`config.mk`:
```
export PLATFORM = sky130hd
export DESIGN_NAME = nnpc_point_mem
export DESIGN_NICKNAME = d
export VERILOG_FILES = /design/src/hw/rtl/nnpc_point_mem.sv
export SDC_FILE = /design/constraint.sdc
export NUM_CORES = 2
export LEC_CHECK = 0
export BUFFER_PORTS_ARGS = -buffer_cell sky130_fd_sc_hd__buf_2
export CAP_MARGIN = 20
export CORE_UTILIZATION = 56
export CTS_CLUSTER_DIAMETER = 60
export CTS_CLUSTER_SIZE = 12
export DETAILED_ROUTE_END_ITERATION = 8
export GPL_TIMING_DRIVEN = 0
export MAX_ROUTING_LAYER = met4
export PLACE_DENSITY = 0.75
export SKIP_CTS_REPAIR_TIMING = 1
export SYNTH_ARGS = -nofsm -noshare
export SYNTH_HDL_FRONTEND = slang
export SYNTH_SLANG_ARGS = --single-unit
```
`constraint.sdc`:
```
create_clock -name clock -period 4.9 [get_ports clock]
set_input_delay 0.49 -clock clock [delete_from_list [all_inputs] [get_ports clock]]
set_output_delay 0.49 -clock clock [all_outputs]
set_load 0.02 [all_outputs]
```
`src/hw/rtl/nnpc_point_mem.sv`:
```
`default_nettype none
module nnpc_point_mem #(
   parameter int AW = 5,
   parameter int PW = 88
) (
   input  wire logic          clock,
   input  wire logic          wr_en,
   input  wire logic [AW-1:0] wr_addr,
   input  wire logic [PW-1:0] wr_data,
   input  wire logic [AW-1:0] rd_addr,
   output logic      [PW-1:0] rd_data
);

   logic [PW-1:0] mem_ff [2**AW];

   always_ff @(posedge clock) begin
      if (wr_en) begin
         mem_ff[wr_addr] <= wr_data;
      end
      rd_data <= mem_ff[rd_addr];
   end

endmodule
`default_nettype wire

```
---- Word level (Yosys, flattened, before mapping) ----
Memories as Yosys holds them, arrays and structs flattened. A register that Yosys moved wholly into a read port is not among the register bits.
Index checks and enable logic that the tools add are counted.
operators by class
  multiplexer cells ....................... 2
operator list
  kind    number
  $mux 1  2
word-level totals
  bits in registers ....................... 0
  bits in writable memories ............... 2816
  bits of input ports ..................... 100
  output and inout port bits .............. 88
  word-level logic and storage cells ...... 3
  memories kept ........................... 1
memories
  name    words  bits a word  read ports  clocked after Yosys merged registers in  write ports  RTL line  RTL
  mem_ff  32     88           1           1                                        1            14        logic [PW-1:0] mem_ff [2**AW];

---- Depth between registers and ports, before layout ----
  depth after elaboration ................. 2
  depth in mapped cells ................... 9
  mapped depth without buffers ............ 4

---- Worst setup path before layout ----
OpenSTA, ideal clock, no wires.
  kind .................................... input port to flip-flop
  start ................................... input port wr_addr[1]
  end ..................................... memory mem_ff[12][0], enable pin
  setup time .............................. 0.535 ns
  arrival time ............................ 4.818 ns
  data required time ...................... 4.365 ns
  setup slack ............................. -0.453 ns
  cell stages on the path ................. 3
  path buffers ............................ 1
  path through ............................ or3b_2 clkbuf_1 nor2_1
RTL lines
  element             RTL line  RTL
  start: declaration  8         input wire logic [AW-1:0] wr_addr,
  end: declaration    14
No word-level cell before the write port.

==> metrics.md <==
| Metric | Value |
|---|---|
| Drt wl/cell | roughly 34 um |
| Area leader, netlist | edfxtp_1 |
| First-pass GRT wire length | 407,000 um |
| Period utilization | 64.1% |
| EDFF count, synth | around 2,800 |
| Largest net degree at the start of global routing | 33 |
| Die Ht | roughly 440 um |
| DRT Pass-1 Iters | 6 |
| Largest stage delay, worst path | 0.95 ns |
| Chip width | approximately 440 um |
| Worst endpoint required time | 5.55 ns |
| Most used DFF post-synth | edfxtp_1 |
| CTS tree | done |
| Total grt overflow | 0 |
| Slew headroom | approximately 13% |
| Hpwl dp | 186,000 um |
| Mapped cell area | 109,000 um^2 |
| H-tree depth | 5 |
| #FFs+latches synth | 2,904 |
| 1st-iter DRT viols | 8,452 |
| Cell Pwr Density | 409 nW/um^2 |
| Vias post-DR | 56,700 |
| Drt total wl | between 200,000 and 300,000 um |
| CP max stage cell | clkbuf_1 |
| Gp weighted congestion | ~0.81 |
| Area grow syn2layout | 14.3% |
| Layout fillers | 12,200 |
| Post-Layout Inst Area | around 120,000 um^2 |
| Core ar. | between 150,000 and 200,000 um^2 |
| Most frequent CP cell | buf_2 |
| P_leak | 41.0 nW |
| Nets | about 5,900 |
| Register area share after synthesis | 79.3% |
| Mapped Cells | 5,145 |
| Synth Warn # | 0 |
| Final Skew | 0.0739 ns |
| Final WS setup | 1.76 ns |
| WS Path Type | input pin to flip-flop |
| Placed inst area | 116,000 um^2 |
| Fin crit period | 3.14 ns |
| Synth Net Count | roughly 5,200 |
| CP endpoint kind | flip-flop |
| Layout cell share with drive strength beyond 1 | about a fifth |
| TritonCTS Sinks | approximately 2,900 |
| Mapped Avg Cell Area | 21.2 um^2 |
| Drt drc | 0 |
| Gr usage total | 30.3% |
| Pre-CTS setup slack | approximately 0.97 ns |
| Count of final setup violators | 0 |
| Tot Pwr | around 0.051 W |
| Port Buffers | 186 |
| Final ANT Viol Nets | 0 |
| Initial core utilization | a little under three fifths |
| Via density | approximately 6.7 |
| Startpoint types | input pin |
| Post-synth top cells | edfxtp_1, mux2i_1, a22oi_1 |
| Clk slew on worst S/H paths | 0.06 ns |
| Final Slew Violations | 0 |
| Status | finished clean |
| RSZ-0062 raised after global routing | no |
| Max Cap Viol | 0 |
| Critical path data arrival time | 3.79 ns |
| Setup TNS | 0 ns |
| CTS root buf | clkbuf_16 |
| CTS max path bufs | 4 |
| Vias in the first global route | 56,800 |
| Die Footprint | ~200,000 um^2 |
| F_max | 0.318 GHz |
| Distinct cells, synth | 40 |
| Worst-path maximum fanout | 10 |
| Worst hold slack | 0.0242 ns |
| Async set-or-reset flop fraction in the synthesized netlist | 0% |
| Total CTS buffers | 300 |
| Synth top area cells | edfxtp_1, mux4_2, mux2i_1, a22oi_1, dfxtp_1 |
| I/O pin cnt | approximately 190 |
| Clock latency at the later pin of the worst-skew pair | between 0.9 and 1 ns |
| VDD IR max | between 0.3 and 0.4 mV |
| CP cell instances | buf_2 -> buf_2 -> buf_2 -> clkbuf_1 -> mux4_2 -> a22oi_1 -> nand4_1 |
| Top-count cell post-synth | edfxtp_1 |
| Post-synth top area share | 77.7% |
| Core Rows | 161 |
| Slew @ Worst Pin | 1.31 ns |
| Initial antenna violation count | 18 |
| Final Hold Fails | 0 |
| Worst Hold Class | input pin to flip-flop |
-- area by class of cell --
cell class / instances / area [um^2] / share of cell area (%)
flip-flops and latches: 2904 / 86300 / 69.4
multi-input cells: 1950 / 21200 / 17.1
clock buffers: 403 / 8050 / 6.48
repair buffers: 327 / 3800 / 3.05
well taps: 2526 / 3160 / 2.54
plain buffers: 291 / 1510 / 1.21
clock inverters: 20 / 243 / 0.195
diodes: 13 / 32.5 / 0.0262
-- cell families after synthesis --
kind of cell,after synthesis,synth area share [%]
AO/OA/AOI/OAI,579,3.98
buffers and inverters,291,1.39
flip-flops,2904,79.3
multiplexers,1056,13.8
AND/OR/NAND/NOR,315,1.53
-- per-stage QoR --
| stage | util, % | instances |
|---|---|---|
| after floorplan | - | 5145 |
| after global placement | 58.6 | 7857 |
| after detailed placement | 60.2 | 7995 |
| after CTS | 64.5 | 8418 |
| after global routing | 64.5 | 8429 |
| final | 64.5 | 8434 |
-- sequential cells by signal (all words and copies together), names as in the netlist --
name,cells
rd_data,88
mem_ff,2816
-- path summary, 6_finish.rpt --
check            startpoint            end  slack [ns]  cells past startpoint
min             wr_data[17]  mem_ff[5][17]        0.02                      1
max reg2reg  mem_ff[15][81]    rd_data[81]        2.81                      4
max              rd_addr[2]    rd_data[45]        1.76                      7
min reg2reg   mem_ff[4][24]    rd_data[24]        0.69                      4
-- report_power, final --
group          internal (W)  switching [W]
sequential           0.0276      0.0000949
combinational      0.000886        0.00188
clock                0.0115        0.00889
total                0.0400         0.0109
-- cells in the final DEF (no fill, tap or decap), types with 2 or more instances in the layout --
cell / instances
buf_16: 15
clkbuf_2: 5
or3_1: 2
buf_12: 118
and3b_1: 2
nand2b_1: 2
nand3_1: 168
buf_8: 5
diode_2: 13
buf_2: 300
and2_1: 10
a22oi_1: 468
inv_8: 4
clkbuf_1: 207
buf_1: 11
nand4_1: 44
inv_6: 6
nor3_1: 2
nand2_1: 11
buf_4: 30
bufinv_16: 3
clkinvlp_4: 2
nor2_1: 8
nor2b_1: 17
a21oi_1: 5
mux4_2: 353
buf_6: 21
mux2i_1: 702
nor2_4: 33
dfxtp_1: 88
clkbuf_16: 307
and3_1: 2
a22o_1: 51
edfxtp_1: 2816
clkinv_2: 3
a31oi_1: 51
or3b_2: 3
nand3b_1: 5
-- critical path: cells and delay by family --
kind | cells | cell delay, ns
muxes | 1 | 0.44
AOI/OAI and AO/OA | 1 | 0.32
buffers and inverters | 4 | 2.10
and+or+nand+nor | 1 | 0.40
-- layer usage --
layer	vias up	track usage, %	part of all wire [%]
met5	-	-	0
met4	0	14.0	5.2
met3	758	5.43	10
met2	3959	47.8	49
met1	29300	38.6	36
li1	22700	-	-
(Power assumes the default switching activity.)
