--- config.mk ---
export PLATFORM = sky130hd
export DESIGN_NAME = nnpc_dist
export DESIGN_NICKNAME = d
export VERILOG_FILES = /design/src/hw/rtl/nnpc_dist.sv
export SDC_FILE = /design/constraint.sdc
export NUM_CORES = 2
export LEC_CHECK = 0
export ABC_AREA = 1
export BUFFER_PORTS_ARGS = -buffer_cell sky130_fd_sc_hd__buf_2
export CAP_MARGIN = 15
export CORE_ASPECT_RATIO = 1.1
export CORE_MARGIN = 2
export CORE_UTILIZATION = 46
export DETAILED_ROUTE_END_ITERATION = 10
export GPL_ROUTABILITY_DRIVEN = 0
export PLACE_DENSITY_LB_ADDON = 0.15
export SETUP_SLACK_MARGIN = 0.5
export SYNTH_ARGS = -nofsm -noshare
export SYNTH_HDL_FRONTEND = slang
export SYNTH_SLANG_ARGS = --single-unit
--- constraint.sdc ---
create_clock -name clock -period 8.65 [get_ports clock]
set_clock_uncertainty 0.05 [all_clocks]
set_input_delay 0.865 -clock clock [delete_from_list [all_inputs] [get_ports clock]]
set_output_delay 0.865 -clock clock [all_outputs]
set_load 0.01 [all_outputs]
--- src/hw/rtl/nnpc_dist.sv ---
`default_nettype none
module nnpc_dist #(
   parameter int CB = 24
) (
   input  wire logic              clock,
   input  wire logic              reset,
   input  wire logic              start,
   input  wire logic [3*CB-1:0]   a_pos,
   input  wire logic [3*CB-1:0]   b_pos,
   output logic                   done,
   output logic      [2*CB+3:0]   sq_dist
);

   logic [3*CB-1:0]  a_ff, a_in, b_ff, b_in;
   logic [2:0]       step_ff, step_in;
   logic             busy_ff, busy_in, done_ff, done_in;
   logic [CB:0]      diff_ff, diff_in;
   logic [2*CB+1:0]  prod_ff, prod_in;
   logic [2*CB+3:0]  acc_ff, acc_in;
   logic [CB-1:0]    ca, cb_v;
   logic signed [CB:0] sd;

   always_comb begin
      ca   = a_ff[CB-1:0];
      cb_v = b_ff[CB-1:0];
      case (step_ff)
         3'd1: begin
            ca   = a_ff[2*CB-1:CB];
            cb_v = b_ff[2*CB-1:CB];
         end
         3'd2: begin
            ca   = a_ff[3*CB-1:2*CB];
            cb_v = b_ff[3*CB-1:2*CB];
         end
         default: begin
            ca   = a_ff[CB-1:0];
            cb_v = b_ff[CB-1:0];
         end
      endcase
      sd = $signed({ca[CB-1], ca}) - $signed({cb_v[CB-1], cb_v});
      diff_in = sd[CB] ? (CB+1)'(-sd) : (CB+1)'(sd);
      prod_in = (2*CB+2)'(diff_ff) * (2*CB+2)'(diff_ff);
      a_in    = a_ff;
      b_in    = b_ff;
      step_in = step_ff;
      busy_in = busy_ff;
      done_in = 1'b0;
      acc_in  = acc_ff;
      if (start) begin
         a_in    = a_pos;
         b_in    = b_pos;
         step_in = 3'd0;
         busy_in = 1'b1;
         acc_in  = '0;
      end else if (busy_ff) begin
         if (step_ff >= 3'd2) begin
            acc_in = acc_ff + (2*CB+4)'(prod_ff);
         end
         step_in = step_ff + 3'd1;
         if (step_ff == 3'd4) begin
            busy_in = 1'b0;
            done_in = 1'b1;
         end
      end
   end

   always_ff @(posedge clock) begin
      if (reset) begin
         busy_ff <= 1'b0;
         done_ff <= 1'b0;
         step_ff <= '0;
      end else begin
         busy_ff <= busy_in;
         done_ff <= done_in;
         step_ff <= step_in;
      end
      a_ff    <= a_in;
      b_ff    <= b_in;
      diff_ff <= diff_in;
      prod_ff <= prod_in;
      acc_ff  <= acc_in;
   end

   assign done    = done_ff;
   assign sq_dist = acc_ff;

endmodule
`default_nettype wire

# Yosys cells after proc, flatten, opt, wreduce, memory -nomap -nowiden
# Index checks and enable logic that the tools add are counted.
# Widths: inputs -> output; s select.
# classes
add_sub_neg	4
mul	1
magnitude_cmp	1
n_eq_ne	3
muxes	7
bitwise_logic	1
n_reduce_logical	3
# op_table
op	count
$pmux 24 s2	2
$add 52x50->52	1
$mul 25x25->50	1
$neg 25->25	1
$sub 24x24->25	1
$mux 24	1
$mux 1	4
$add 3x1->3 const B	1
$eq 3x1->1 const B	1
$eq 3x2->1 const B	1
$eq 3x3->1 const B	1
$ge 3x2->1 const B	1
$reduce_or 3->1	1
$reduce_and 2->1	1
$reduce_or 2->1	1
$not 1->1	1
# totals
register_bits	276
inputBits	147
output_inout_bits	53
wordCells	29

# Longest topological paths before layout
# logic_depth
depth_word	5
ltp_mapped	30
ltp_nobuf	29

# Least setup slack after synthesis
# No wires, ideal clock.
# synth_timing
path_kind	flip-flop to flip-flop
startpoint	register diff_ff[13]
endpoint	register prod_ff[37]
setup_time_ns	0.112
t_arrival_ns	6.054
t_required_ns	8.488
setup_slack_ns	2.434
path_stages_with_launch	28
n_path_buf	2
synth_period_minus_slack_ns	6.216
cell_sequence	dfxtp_1 > clkbuf_1 > clkbuf_1 > nand2_1 > fa_1 > inv_1 > fa_1 > inv_1 > fa_1 > fa_1 > fa_1 > inv_1 > fa_1 > inv_1 > fa_1 > inv_1 > ha_1 > nand2_1 > nor2_1 > inv_1 > nor2_1 > inv_1 > nor2_1 > a21oi_1 > o21ai_0 > nand2_1 > nand3_1 > nand2_1
# synth_between
elab_chain_len	1
# synth_rtl
element	line	text
start, declared	17	logic [CB:0] diff_ff, diff_in;
start signal, assigned	79	diff_ff <= diff_in;
$mul 25x25->50	42	prod_in = (2*CB+2)'(diff_ff) * (2*CB+2)'(diff_ff);
named net prod_in[37]	18	logic [2*CB+1:0] prod_ff, prod_in;
end signal, assigned	80	prod_ff <= prod_in;
end, declared	18	
# The timed path passes the listed nets, and every way through them passes these cells.
# A chain may end at the register's enable or synchronous reset.

# Worst setup path in the final report
# layout_timing
startpoint	register diff_ff[2]
endpoint	register prod_ff[44]
# Same word-level chain as after synthesis.

==> results.sh <==
export IMPL_critPathLaunchType="flip-flop"
export IMPL_synth_ff_type="edfxtp_1"
export IMPL_slew_viol_final=0
export IMPL_tns_ns=0
export IMPL_antenna_found_initial=6
export IMPL_antenna_left=0
export IMPL_reg2reg_to="prod_ff[44]"
export IMPL_numCtsBuffers=31
export IMPL_routed_wl_microns=90400
export IMPL_cts_path_max_buffers=3
export IMPL_hold_ws_ns=0.385
export IMPL_dp_hpwl_microns=76100
export IMPL_dr_first_iter_drc_count=1781
export IMPL_crit_path_max_fanout=25
export IMPL_arrival_ns=7.73
export IMPL_grt_total_usage_pct=24.7
export IMPL_grt_pass1_vias=27400
export IMPL_final_setup_viol_count=0
export IMPL_fin_nets=5270
export IMPL_place_ws_ns=1.38
export IMPL_tritoncts="done"
export IMPL_syn_area_sq_um=33600
export IMPL_avgSynthCellArea_sq_um=7.94
export IMPL_core_sq_um=72000
export IMPL_die_h_microns=287
export IMPL_r2r_slack_ns=1.38
export IMPL_firstDrtPassIters=6
export IMPL_min_path_type="in -> reg"
export IMPL_synth_edff_count=144
export IMPL_syn_to_final_growth_pct=9.29
export IMPL_period_share_pct=84.0
export IMPL_grt_ovfl_total=0
export IMPL_worstReg2RegStart="diff_ff[2]"
export IMPL_status="finished, final reports clean"
export IMPL_cp_slowest_cell="dfxtp_1"
export IMPL_cts_hold_buf=0
export IMPL_layout_drive_gt1_share_pct=7.77
export IMPL_syn_instance_count=4228
export IMPL_ys_seq_elements=275
export IMPL_cp_required_ns=9.11
export IMPL_fp_row_count=103
export IMPL_cp_common_cell="fa_1"
export IMPL_async_reset_ff_share_pct=0
export IMPL_clkSlewWorstSetupHoldPaths_ns=0.06
export IMPL_cp_cell_sequence="nand2_1 -> fa_1 -> inv_1 -> fa_1 -> inv_1 -> fa_1 -> fa_1 -> fa_1 -> inv_1 -> fa_1 -> inv_1 -> fa_1 -> inv_1 -> ha_1 -> nand2_1 -> nor2_1 -> nand2_1 -> nor4_1 -> nand3_1 -> nand3_1 -> nand2_1 -> nand2_1 -> xor2_1"
export IMPL_dr_total_vias=26500
export IMPL_fp_dieArea_sq_um=75100
export IMPL_cts_root_buf="clkbuf_16"
export IMPL_period_minus_slack_ns=7.27
export IMPL_io_pins=200
export IMPL_htreeDepth=1
export IMPL_io_buffers=199
export IMPL_post_cts_setup_buffers=0
export IMPL_drc_errors=0
export IMPL_grt_max_degree=76
export IMPL_worst_pin_slew_ns=1.18
export IMPL_setup_ws_ns=1.38
export IMPL_maxCapViolCount=0
export IMPL_holdPathStages=1
export IMPL_reg2regPathDepth=23
export IMPL_endpoint_kind="flip-flop"
export IMPL_clk_latency_ns=0.61
export IMPL_place_inst=5301
export IMPL_yosysWarnings=0
export IMPL_cp_slowest_stage_delay_ns=1.10
export IMPL_rsz0062_at_grt="no"
export IMPL_vias_per_cell=4.94
export IMPL_cts_sinks=275
export IMPL_hold_start="a_pos[29]"
export IMPL_max_freq_mhz=138
export IMPL_cts_resized=0
export IMPL_initial_core_util_pct=46.6
export IMPL_final_cells=5364
export IMPL_min_to="a_ff[29]"
export IMPL_critPathKind="reg -> reg"
export IMPL_die_width_microns=262
export IMPL_syn_num_nets=5108
export IMPL_maxSlewHeadroom_pct=21.0
export IMPL_final_hold_viol_count=0
export IMPL_synth_seq_area_share_pct=20.7
export IMPL_routedWlPerCell_microns=16.9
export IMPL_grt_pass1_wl_microns=145000
export IMPL_synth_cell_types=44
layer usage:
layer	vias to the layer above	track usage, %	routed length (microns)
met1	12600	31.3	37600
met2	667	43.7	45200
met4	0	8.51	3510
li1	13100	-	-
met3	149	2.47	4070
met5	-	0	0
worst max-delay path by stage:
stage	from	to	slack, ns	depth (start not counted)
2_1_floorplan	diff_ff[13]	prod_ff[37]	2.43	27
3_3_place_gp	diff_ff[1]	prod_ff[36]	1.50	21
3_5_place_dp	diff_ff[1]	prod_ff[36]	1.38	21
4_1_cts	diff_ff[1]	prod_ff[36]	1.35	21
5_1_grt	diff_ff[2]	prod_ff[28]	0.96	21
6_report	diff_ff[2]	prod_ff[44]	1.38	23
synth_stat cells, types with 2 or more instances:
library cell / n / area (sq um)
a21boi_0: 5 / 37.5
a21o_1: 16 / 120
a21oi_1: 182 / 911
a22o_1: 24 / 210
a31oi_1: 22 / 138
and2_1: 2 / 12.5
and3_1: 2 / 12.5
buf_1: 6 / 22.5
buf_6: 2 / 22.5
clkbuf_1: 92 / 345
dfxtp_1: 131 / 2620
edfxtp_1: 144 / 4320
fa_1: 467 / 9350
ha_1: 266 / 3330
inv_1: 1106 / 4150
inv_2: 7 / 26.3
nand2_1: 903 / 3390
nand2_2: 33 / 206
nand3_1: 151 / 756
nand3_2: 5 / 50.1
nand4_1: 34 / 213
nor2_1: 311 / 1170
nor2_2: 8 / 50.1
nor2_4: 3 / 33.8
nor3_1: 24 / 120
nor3_2: 2 / 20.0
nor4_1: 4 / 25.0
o211ai_1: 9 / 67.6
o21a_1: 11 / 82.6
o21ai_0: 121 / 606
o21ai_1: 3 / 15.0
o21ai_2: 2 / 17.5
o21bai_1: 16 / 120
o221ai_1: 3 / 26.3
xnor2_1: 29 / 254
xor2_1: 74 / 648
state kept, by name, indices dropped and copies added (netlist names):
register  cells
a_ff         72
b_ff         72
prod_ff      49
sq_dist      52
diff_ff      25
step_ff       3
busy_ff       1
done          1
layout by cell type, fill, tap and decap left out, types with 4 or more instances in the layout:
| master | Yosys | layout |
|---|---|---|
| buf_4 | 1 | 31 |
| a21boi_0 | 5 | 5 |
| o211ai_1 | 9 | 9 |
| inv_2 | 7 | 7 |
| inv_1 | 1106 | 1106 |
| o21bai_1 | 16 | 16 |
| buf_2 | 1 | 198 |
| nand3_2 | 5 | 5 |
| dfxtp_1 | 131 | 131 |
| edfxtp_1 | 144 | 144 |
| o21a_1 | 11 | 11 |
| a31oi_1 | 22 | 21 |
| nor3_1 | 24 | 24 |
| nor4_1 | 4 | 4 |
| nand2_2 | 33 | 33 |
| fa_1 | 467 | 467 |
| diode_2 | 0 | 6 |
| clkbuf_16 | 0 | 32 |
| nand3_1 | 151 | 151 |
| o21ai_0 | 121 | 121 |
| a21o_1 | 16 | 16 |
| nor2_2 | 8 | 8 |
| a21oi_1 | 182 | 182 |
| clkbuf_1 | 92 | 5 |
| nor2_4 | 3 | 5 |
| clkinvlp_4 | 0 | 4 |
| xnor2_1 | 29 | 29 |
| ha_1 | 266 | 266 |
| nor2_1 | 311 | 309 |
| nand2_1 | 903 | 903 |
| nand4_1 | 34 | 34 |
| a22o_1 | 24 | 24 |
| xor2_1 | 74 | 74 |
| clkinv_1 | 0 | 4 |
stage by stage:
stage / utilization, % / area, sq um
floorplan: - / 33600
CTS: 50.9 / 36600
global placement: 49.4 / 35600
finish: 50.9 / 36700
global route: 50.9 / 36700
detailed placement: 49.4 / 35600
cells by family after synthesis:
group / after synthesis / share of synthesized area, %
flops: 275 / 20.7
buf+inv: 1215 / 13.6
simple gates: 1485 / 18.1
compound gates: 417 / 7.08
xor+xnor: 103 / 2.69
fa+ha+maj: 733 / 37.8
critical path, delay by kind of cell (launching register included):
family | cells | cell delay, ns
buffers and inverters | 5 | 0.24
DFF | 1 | 1.10
and+or+nand+nor | 9 | 1.67
xor gates and xnor gates | 1 | 0.14
adders and majority gates | 8 | 3.97
cell type report:
type	instances	area [sq um]
well taps	945	1180
multi-input cells	2738	22100
inverters	1113	4180
repair buffers	231	1260
diodes	6	15.0
flip-flops and latches	275	6950
clock inverters	18	196
clock buffers	38	833
fillers	7103	35400
Power is left out: the tool's default activity adds up to more than one toggle a clock period on the data nets, which glitch-free logic cannot reach.
