==> src/hw/rtl/nnpc_div.sv <==
`default_nettype none
module nnpc_div #(
   parameter int SW = 30,
   parameter int CW = 6
) (
   input  wire logic                 clock,
   input  wire logic                 reset,
   input  wire logic                 start,
   input  wire logic signed [SW-1:0] dividend,
   input  wire logic        [CW-1:0] divisor,
   output logic                      done,
   output logic signed      [SW-1:0] quotient
);

   localparam int NW = $clog2(SW + 1);

   logic [SW-1:0] quo_ff, quo_in;
   logic [CW-1:0] rem_ff, rem_in, dvs_ff, dvs_in;
   logic [NW-1:0] left_ff, left_in;
   logic          neg_ff, neg_in, busy_ff, busy_in, done_ff, done_in;
   logic [CW:0]   trial;

   always_comb begin
      trial   = {rem_ff, quo_ff[SW-1]};
      quo_in  = quo_ff;
      rem_in  = rem_ff;
      dvs_in  = dvs_ff;
      left_in = left_ff;
      neg_in  = neg_ff;
      busy_in = busy_ff;
      done_in = 1'b0;
      if (start) begin
         neg_in  = dividend[SW-1];
         quo_in  = dividend[SW-1] ? SW'(-dividend) : SW'(dividend);
         rem_in  = '0;
         dvs_in  = divisor;
         left_in = NW'(SW);
         busy_in = 1'b1;
      end else if (busy_ff) begin
         if (trial >= {1'b0, dvs_ff}) begin
            rem_in = CW'(trial - {1'b0, dvs_ff});
            quo_in = {quo_ff[SW-2:0], 1'b1};
         end else begin
            rem_in = CW'(trial);
            quo_in = {quo_ff[SW-2:0], 1'b0};
         end
         left_in = left_ff - NW'(1);
         if (left_ff == NW'(1)) begin
            busy_in = 1'b0;
            done_in = 1'b1;
         end
      end
   end

   always_ff @(posedge clock) begin
      if (reset) begin
         busy_ff <= 1'b0;
         done_ff <= 1'b0;
      end else begin
         busy_ff <= busy_in;
         done_ff <= done_in;
      end
      quo_ff  <= quo_in;
      rem_ff  <= rem_in;
      dvs_ff  <= dvs_in;
      left_ff <= left_in;
      neg_ff  <= neg_in;
   end

   assign done     = done_ff;
   assign quotient = neg_ff ? -$signed(quo_ff) : $signed(quo_ff);

endmodule
`default_nettype wire

==> config.mk <==
export PLATFORM = sky130hd
export DESIGN_NAME = nnpc_div
export DESIGN_NICKNAME = d
export VERILOG_FILES = /design/src/hw/rtl/nnpc_div.sv
export SDC_FILE = /design/constraint.sdc
export NUM_CORES = 1
export LEC_CHECK = 0
export BUFFER_PORTS_ARGS = -buffer_cell sky130_fd_sc_hd__buf_2
export CAP_MARGIN = 20
export CORE_ASPECT_RATIO = 1.4
export CORE_MARGIN = 2
export CORE_UTILIZATION = 40
export DETAILED_ROUTE_END_ITERATION = 8
export PLACE_DENSITY_LB_ADDON = 0.05
export SLEW_MARGIN = 40
export SYNTH_ARGS = -nofsm -noshare
export SYNTH_HDL_FRONTEND = slang
export SYNTH_SLANG_ARGS = --single-unit
==> constraint.sdc <==
create_clock -name clock -period 2 [get_ports clock]
set_input_delay 0.1 -clock clock [delete_from_list [all_inputs] [get_ports clock]]
set_output_delay 0.1 -clock clock [all_outputs]
set_load 0.01 [all_outputs]
# [After elaboration in Yosys (flattened, before gate mapping)]
# Index checks and enable logic that the tools add are counted.
[totals] inputBits=39 out_inout_bits=31 register_bits=50 word_cells=26
[op_classes] addsub=4 bitwise_logic=1 n_eq_ne=1 order_cmp=1 mux=10 n_reduce_logical=2
[op_table] cell="$mux 30" count=4
[op_table] cell="$neg 30->30" count=2
[op_table] cell="$ge 7x6->1" count=1
[op_table] cell="$mux 6" count=1
[op_table] cell="$sub 6x6->6" count=1
[op_table] cell="$eq 5x1->1 const B" count=1
[op_table] cell="$mux 1" count=5
[op_table] cell="$sub 5x1->5 const B" count=1
[op_table] cell="$reduce_or 3->1" count=1
[op_table] cell="$reduce_bool 2->1" count=1
[op_table] cell="$not 1->1" count=1

# [Longest topological paths before layout]
# Gate-level depths: netlist (run 1).
[depth] depth_word=4 mapped_depth=8 depth_no_buf=8

# [Worst setup path before layout (run 1)]
# Ideal clock, no wire load.
[synth_timing] kind="register to output" startpoint="register quo_ff[4]" endpoint="output quotient[19]" required_ns=1.900 path_buffers=0 t_arrival_ns=2.027 path_slack_ns=-0.127 path_stages_with_launch=6 cell_sequence="edfxtp_1 > nor4_1 > nand3_1 > or3_1 > o31ai_1 > xnor2_1"
[synth_via] elab_chain_cells=2
[synth_lines] item="start: declaration" line_no="17" source="logic [SW-1:0] quo_ff, quo_in;"
[synth_lines] item="start signal: assignment" line_no="63" source="quo_ff <= quo_in;"
[synth_lines] item="$neg 30->30" line_no="71" source="assign quotient = neg_ff ? -$signed(quo_ff) : $signed(quo_ff);"
[synth_lines] item="$mux 30" line_no="71"
[synth_lines] item="end: declaration" line_no="12" source="output logic signed [SW-1:0] quotient"
# Every way passes these cells.

# [Final worst setup path (run 1)]
[layout_timing] startpoint="register quo_ff[13]" endpoint="output quotient[19]"
# The elaborated chain is that of the path after synthesis.

==> results of run 1 <==
## state kept, by name, indices dropped and copies added (netlist names)
register / cells
quo_ff: 30
dvs_ff: 6
rem_ff: 6
left_ff: 5
busy_ff: 1
done: 1
neg_ff: 1
## final timing paths
path / from / to / slack (ns) / cells past startpoint
min: start / left_ff[0] / 0.17 / 2
max: quo_ff[13] / quotient[19] / -0.44 / 6
min reg2reg: rem_ff[5] / rem_ff[5] / 0.51 / 2
max reg2reg: dvs_ff[1] / rem_ff[5] / 0.07 / 7
## power by group
group	leakage, µW	switching, µW	internal (µW)
clock	0.0000922	403	669
combinational	0.00156	585	574
sequential	0.000470	75.9	1240
total	0.00213	1060	2480
## kinds of logic after synthesis
family          after synthesis  share of synthesized area
simple gates                126                      0.184
compound gates               96                      0.190
xor+xnor                     61                      0.150
flops                        50                      0.384
buf+inv                      40                     0.0452
fa+ha+maj                    12                     0.0442
mux                           1                    0.00280
## cell usage after synthesis, drive strengths merged
cell type	number	share of area
a21boi	1	0.0021
and4b	1	0.0028
edfxtp	37	0.31
o311a	2	0.0056
o41ai	13	0.046
or4	9	0.021
mux2i	1	0.0028
nand2	19	0.020
nor2b	2	0.0035
nand3b	5	0.011
o221a	1	0.0032
o31a	1	0.0025
dfxtp	13	0.073
or4b	2	0.0056
nor3	9	0.013
nor2	44	0.046
buf	3	0.0063
o31ai	16	0.034
xnor2	31	0.076
o21bai	1	0.0021
nand2b	8	0.014
inv	20	0.021
nor4	7	0.012
xor2	30	0.074
or3	6	0.011
a21o	1	0.0021
a221o	1	0.0028
o41a	1	0.0032
o21a	1	0.0021
a32o	2	0.0056
ha	11	0.039
clkbuf	17	0.018
nand4b	2	0.0049
o21ai	19	0.027
fa	1	0.0056
nand4	3	0.0053
nand3	7	0.0098
or3b	1	0.0025
a21oi	32	0.045
or2	1	0.0018
o211ai	4	0.0084
## what timing repair did
item | 4_1_cts | 5_1_grt
buffers inserted | 6 | 4
setup endpoints to repair | 24 | 30
hold buffers | 7 | 0
endpoints found under the hold margin | 8 | 0
gates resized for setup | 44 | 13
pin swaps | 12 | 13
## area by class of cell
cell class,count,share of cell area
inverters,20,0.0145
well taps,105,0.0254
multi-input cells,296,0.444
flip-flops and latches,50,0.265
repair buffers,162,0.215
clock inverters,2,0.00750
clock buffers,6,0.0290
## cells in the final DEF, fill, tap and decap left out, drive strengths merged, types with 2 or more instances in the layout
cell / count
buf: 155
nor2: 44
edfxtp: 37
a21oi: 32
xnor2: 31
xor2: 30
inv: 20
nand2: 19
o21ai: 19
o31ai: 16
dfxtp: 13
o41ai: 13
ha: 11
nor3: 9
or4: 9
nand2b: 8
dlygate4sd3: 7
nor4: 7
nand3: 7
clkbuf: 6
or3: 6
nand3b: 5
o211ai: 4
nand4: 3
nand4b: 2
nor2b: 2
o311a: 2
a32o: 2
or4b: 2
## metal layers
| layer | vias to the layer above | share of wire |
|---|---|---|
| li1 | 1712 | - |
| met1 | 1630 | 0.39 |
| met2 | 63 | 0.56 |
| met3 | 11 | 0.032 |
| met4 | 0 | 0.020 |
| met5 | - | 0 |
## metrics by stage
step | util | hold WS [ns] | area, µm² | worst slack (ns)
floorplan | - | 0.172 | 3590 | -0.0544
finish | 0.601 | 0.172 | 5170 | -0.443
detailed placement | 0.532 | 0.277 | 4580 | -0.242
CTS | 0.589 | 0.177 | 5070 | -0.424
global placement | 0.532 | 0.277 | 4580 | -0.214
global route | 0.601 | 0.188 | 5170 | -0.537
==> flow_metrics.py, run 1 <==
metrics = {
    "die": {
        "initial_utilization": 0.415,
        "die_w_um": 83.8,
        "die_area_um2": 9710,
        "dieHeight_um": 116,
        "core.rowCount": 40,
        "core-area_um2": 8610,
        "io_pins": 70,
    },
    "global_route": {
        "met2_usage": 0.401,
        "antenna_found_initial": 0,
        "grt_use_total": 0.207,
        "grt_pass1_vias": 3331,
        "grt_pass1_wl_mm": 15.9,
        "gr-usage-met1": 0.225,
        "grt-ovfl-total": 0,
        "grt_max_degree": 44,
        "use_met3": 0.0349,
        "grt.busiest_layer": "met2",
    },
    "place": {
        "dp_hpwl_mm": 7.35,
        "place_congestion": 0.787,
        "dp_cells": 618,
        "port_buffers": 69,
    },
    "power": {
        "powerDensity_nw_per_um2": 686,
        "ir_drop_mv": 0.450,
        "p_leak_uw": 0.00213,
        "finalPower_uw": 3550,
    },
    "setup_path": {
        "crit_path_cell_trace": "or4_4 > nand2b_1 > or3_4 > o31ai_4 > xnor2_1 > buf_2",
        "slowest_stage": "or4_4",
        "path_delay_family": "simple AND/OR/NAND/NOR gates",
        "cpPeakStageDelay_ns": 0.57,
        "crit_buf_inv": 1,
        "path_class": "register to primary output",
        "setup.worst_path.start_class": "register",
        "arrival_ns": 2.34,
        "critPathRequiredTime_ns": 1.90,
        "setup.worst_path.end_class": "primary output",
        "cp_max_fo": 3,
    },
    "sta": {
        "slew_violations": 0,
        "period_needed_ns": 2.44,
        "rsz0062_at_grt": "yes",
        "fmax_ghz": 0.409,
        "period_share": 1.22,
        "slew-limit-headroom": 0.654,
        "worst_pin_slew_ns": 0.519,
        "finalSetupTns_ns": -6.10,
        "setup_viol": 23,
        "hold_viol": 0,
        "fin_skew_ns": 0.00590,
        "finalWorstSetupSlack_ns": -0.443,
    },
    "detailed_routing": {
        "routed_via_density": 5.33,
        "drc": 0,
        "drt_iter0_markers": 161,
        "route.antenna.remaining_nets": 0,
        "first_pass_iters": 6,
        "wirelength_mm": 9.93,
        "vias": 3416,
        "avgRoutedWirePerCell_um": 15.5,
    },
    "synthesis": {
        "synth_warnings": 0,
        "synth_area_per_cell_um2": 9.25,
        "synthDistinctLibCells": 47,
        "syn-instance-count": 386,
        "ys_ff_latch": 50,
        "syn_area_um2": 3570,
        "syn_nets": 437,
        "synth-seq-area-share": 0.384,
    },
    "final_layout": {
        "final_nets": 586,
        "multi_input_comb_area_um2": 2290,
        "area_growth_pct": 44.9,
        "drive_gt1_frac": 0.394,
        "seq_area_um2": 1370,
        "n_fill_cell": 809,
        "antenna_cells": 0,
        "fin_cells": 641,
    },
    "run_status": {
        "violations": "negative setup slack",
        "run_status": "finished with violations",
    },
    "flow_run": {
        "drv_cap": 0,
    },
    "clocking": {
        "cts_tree": "built",
        "clk_pin_slew_worst_paths_ns": 0.07,
        "clock_latency_ns": 0.30,
        "cts_num_sinks": 50,
        "cts_root_buf": "clkbuf_16",
        "cts_htree_levels": 2,
        "cts_buffers": 5,
        "clockBufferDepth": 2,
    },
    "worst_hold_path": {
        "timing.hold.worst.class": "primary input to register",
    },
}
No activity file was read; power rests on OpenSTA's default activity.
==> run 2: changes to the inputs <==
CTS_BUF_LIST = sky130_fd_sc_hd__clkbuf_4   (was not set)
clock period = 2.9 ns   (was 2 ns; I/O delays follow)
==> run 2 against run 1 <==
The run now ends clean. Register-to-register slack better by 0.58 ns. Worst setup slack better by 0.59 ns. Critical path type unchanged. Combinational power down 50%. Count of clock-buffer cells in the layout unchanged. Highest routed layer unchanged. Via count down 7.3%.
==> flow_metrics.py, run 2 (synthesized netlist as in run 1, its figures left out) <==
metrics = {
    "run_status": {
        "run_status": "finished clean",
    },
    "sta": {
        "slew-limit-headroom": 0.569,
        "hold_viol": 0,
        "fin_skew_ns": 0.0176,
        "setup_viol": 0,
        "period_needed_ns": 2.76,
        "worst_pin_slew_ns": 0.646,
        "period_share": 0.951,
        "fmax_ghz": 0.363,
        "slew_violations": 0,
    },
    "setup_path": {
        "cpPeakStageDelay_ns": 0.61,
        "setup.worst_path.start_class": "register",
        "crit_end": "quotient[19]",
        "r2r_end": "rem_ff[5]",
        "cp-startpoint": "quo_ff[13]",
        "r2r_slack_ns": 0.65,
        "slowest_stage": "or4_1",
        "r2r-start": "dvs_ff[3]",
        "setup.worst_path.end_class": "primary output",
        "path_class": "register to primary output",
        "arrival_ns": 2.61,
        "cp_max_fo": 5,
        "crit_path_cell_trace": "or4_1 > nand2b_2 > or3_1 > o31ai_2 > xnor2_1 > buf_2",
        "rr_worst_depth": 7,
        "critPathRequiredTime_ns": 2.76,
    },
    "final_layout": {
        "top_register": "quo_ff",
        "area_growth_pct": 17.4,
        "antenna_cells": 0,
        "largest_registers": "quo_ff (30), dvs_ff (6), rem_ff (6)",
        "n_fill_cell": 865,
        "drive_gt1_frac": 0.228,
        "largest_reg_flops": 30,
        "seq_area_um2": 1370,
        "multi_input_comb_area_um2": 2060,
        "fin_util": 0.487,
        "final_cell_mix": "buf_2 (69), nor2_1 (44), edfxtp_1 (37)",
        "final_nets": 511,
        "final_common_cell": "buf_2",
    },
    "clocking": {
        "clockBufferDepth": 2,
        "cts_htree_levels": 2,
        "cts_num_sinks": 50,
        "cts_buffers": 5,
        "clk_pin_slew_worst_paths_ns": 0.16,
        "cts_tree": "built",
        "cts_root_buf": "clkbuf_4",
        "clock_latency_ns": 0.39,
    },
    "detailed_routing": {
        "drc": 0,
        "wirelength_mm": 9.36,
        "routed_via_density": 5.60,
        "avgRoutedWirePerCell_um": 16.5,
        "route.antenna.remaining_nets": 0,
        "drt_iter0_markers": 146,
        "vias": 3167,
        "first_pass_iters": 4,
    },
    "global_route": {
        "grt_pass1_vias": 2983,
        "grt_max_degree": 35,
        "grt_pass1_wl_mm": 14.7,
        "grt_use_total": 0.191,
        "grt-ovfl-total": 0,
        "antenna_found_initial": 0,
    },
    "die": {
        "initial_utilization": 0.415,
        "die_area_um2": 9710,
        "core.rowCount": 40,
        "io_pins": 70,
        "dieHeight_um": 116,
        "core-area_um2": 8610,
        "die_w_um": 83.8,
    },
    "power": {
        "finalPower_uw": 1880,
        "ir_drop_mv": 0.218,
        "p_leak_uw": 0.00163,
        "powerDensity_nw_per_um2": 447,
    },
    "place": {
        "dp_hpwl_mm": 6.98,
        "place_congestion": 0.768,
        "port_buffers": 69,
    },
    "flow_run": {
        "drv_cap": 0,
    },
    "worst_hold_path": {
        "timing.hold.worst.class": "primary input to register",
    },
}
run 2: changes by cell type in the layout (fill, tap and decap cells not counted), moves of 4 or more:
cell	delta
buf_6	-10
o41ai_1	+4
o21ai_0	+6
o31ai_1	+4
buf_4	-64
clkbuf_16	-6
clkbuf_4	+6
run 2: area by class of cell:
type	instances	share of cell area
Multi-Input combinational cell	296	0.491
Timing Repair Buffer	87	0.119
Inverter	20	0.0179
Clock buffer	6	0.0107
Clock inverter	2	0.00299
Sequential cell	50	0.327
Tap cell	105	0.0313
run 2: worst min path at each step:
stage / startpoint / end / slack [ns] / cells after the start
3_3_place_gp: divisor[2] / dvs_ff[2] / 0.32 / 1
6_report: dividend[0] / quo_ff[0] / 0.14 / 3
4_1_cts: dividend[0] / quo_ff[0] / 0.11 / 3
2_1_floorplan: reset / busy_ff / 0.22 / 1
3_5_place_dp: divisor[4] / dvs_ff[4] / 0.32 / 1
5_1_grt: start / left_ff[0] / 0.14 / 2
run 2: metal layers:
metal	track usage	up-vias	routed length, µm
li1	-	1560	-
met2	0.365	77	5040
met4	0.0602	0	166
met5	0	-	0
met3	0.0256	10	398
met1	0.220	1520	3750
run 2: per-stage QoR:
step / setup TNS (ns) / setup WS, ns / area (µm²) / cells / hold slack, ns
after global placement: 0 / 0.554 / 4020 / 548 / 0.322
after detailed placement: 0 / 0.532 / 4020 / 548 / 0.323
after global routing: -0.0161 / -0.0161 / 4190 / 566 / 0.139
final: 0 / 0.143 / 4190 / 566 / 0.138
after CTS: 0 / 0.0526 / 4150 / 563 / 0.115
after floorplan: 0 / 0.728 / 3570 / 386 / 0.217
run 2: repair_timing:
item                                    CTS  global route
endpoints found under the setup margin    0             5
endpoints found under the hold margin     8             0
setup buffers                             0             3
hold buffers                              7             0
resized for setup                         0             5
run 2: report_power, final:
group / switching, µW / internal (µW)
Clock: 252 / 107
Sequential: 84.7 / 856
Combinational: 317 / 259
Total: 654 / 1220
run 2: worst max-delay path: cells and delay by family (launching register included):
| family | cells | cell delay [ns] |
|---|---|---|
| DFF | 1 | 0.45 |
| and+or+nand+nor | 3 | 1.24 |
| AOI/OAI and AO/OA | 1 | 0.23 |
| buffers and inverters | 1 | 0.16 |
| xor gates and xnor gates | 1 | 0.16 |
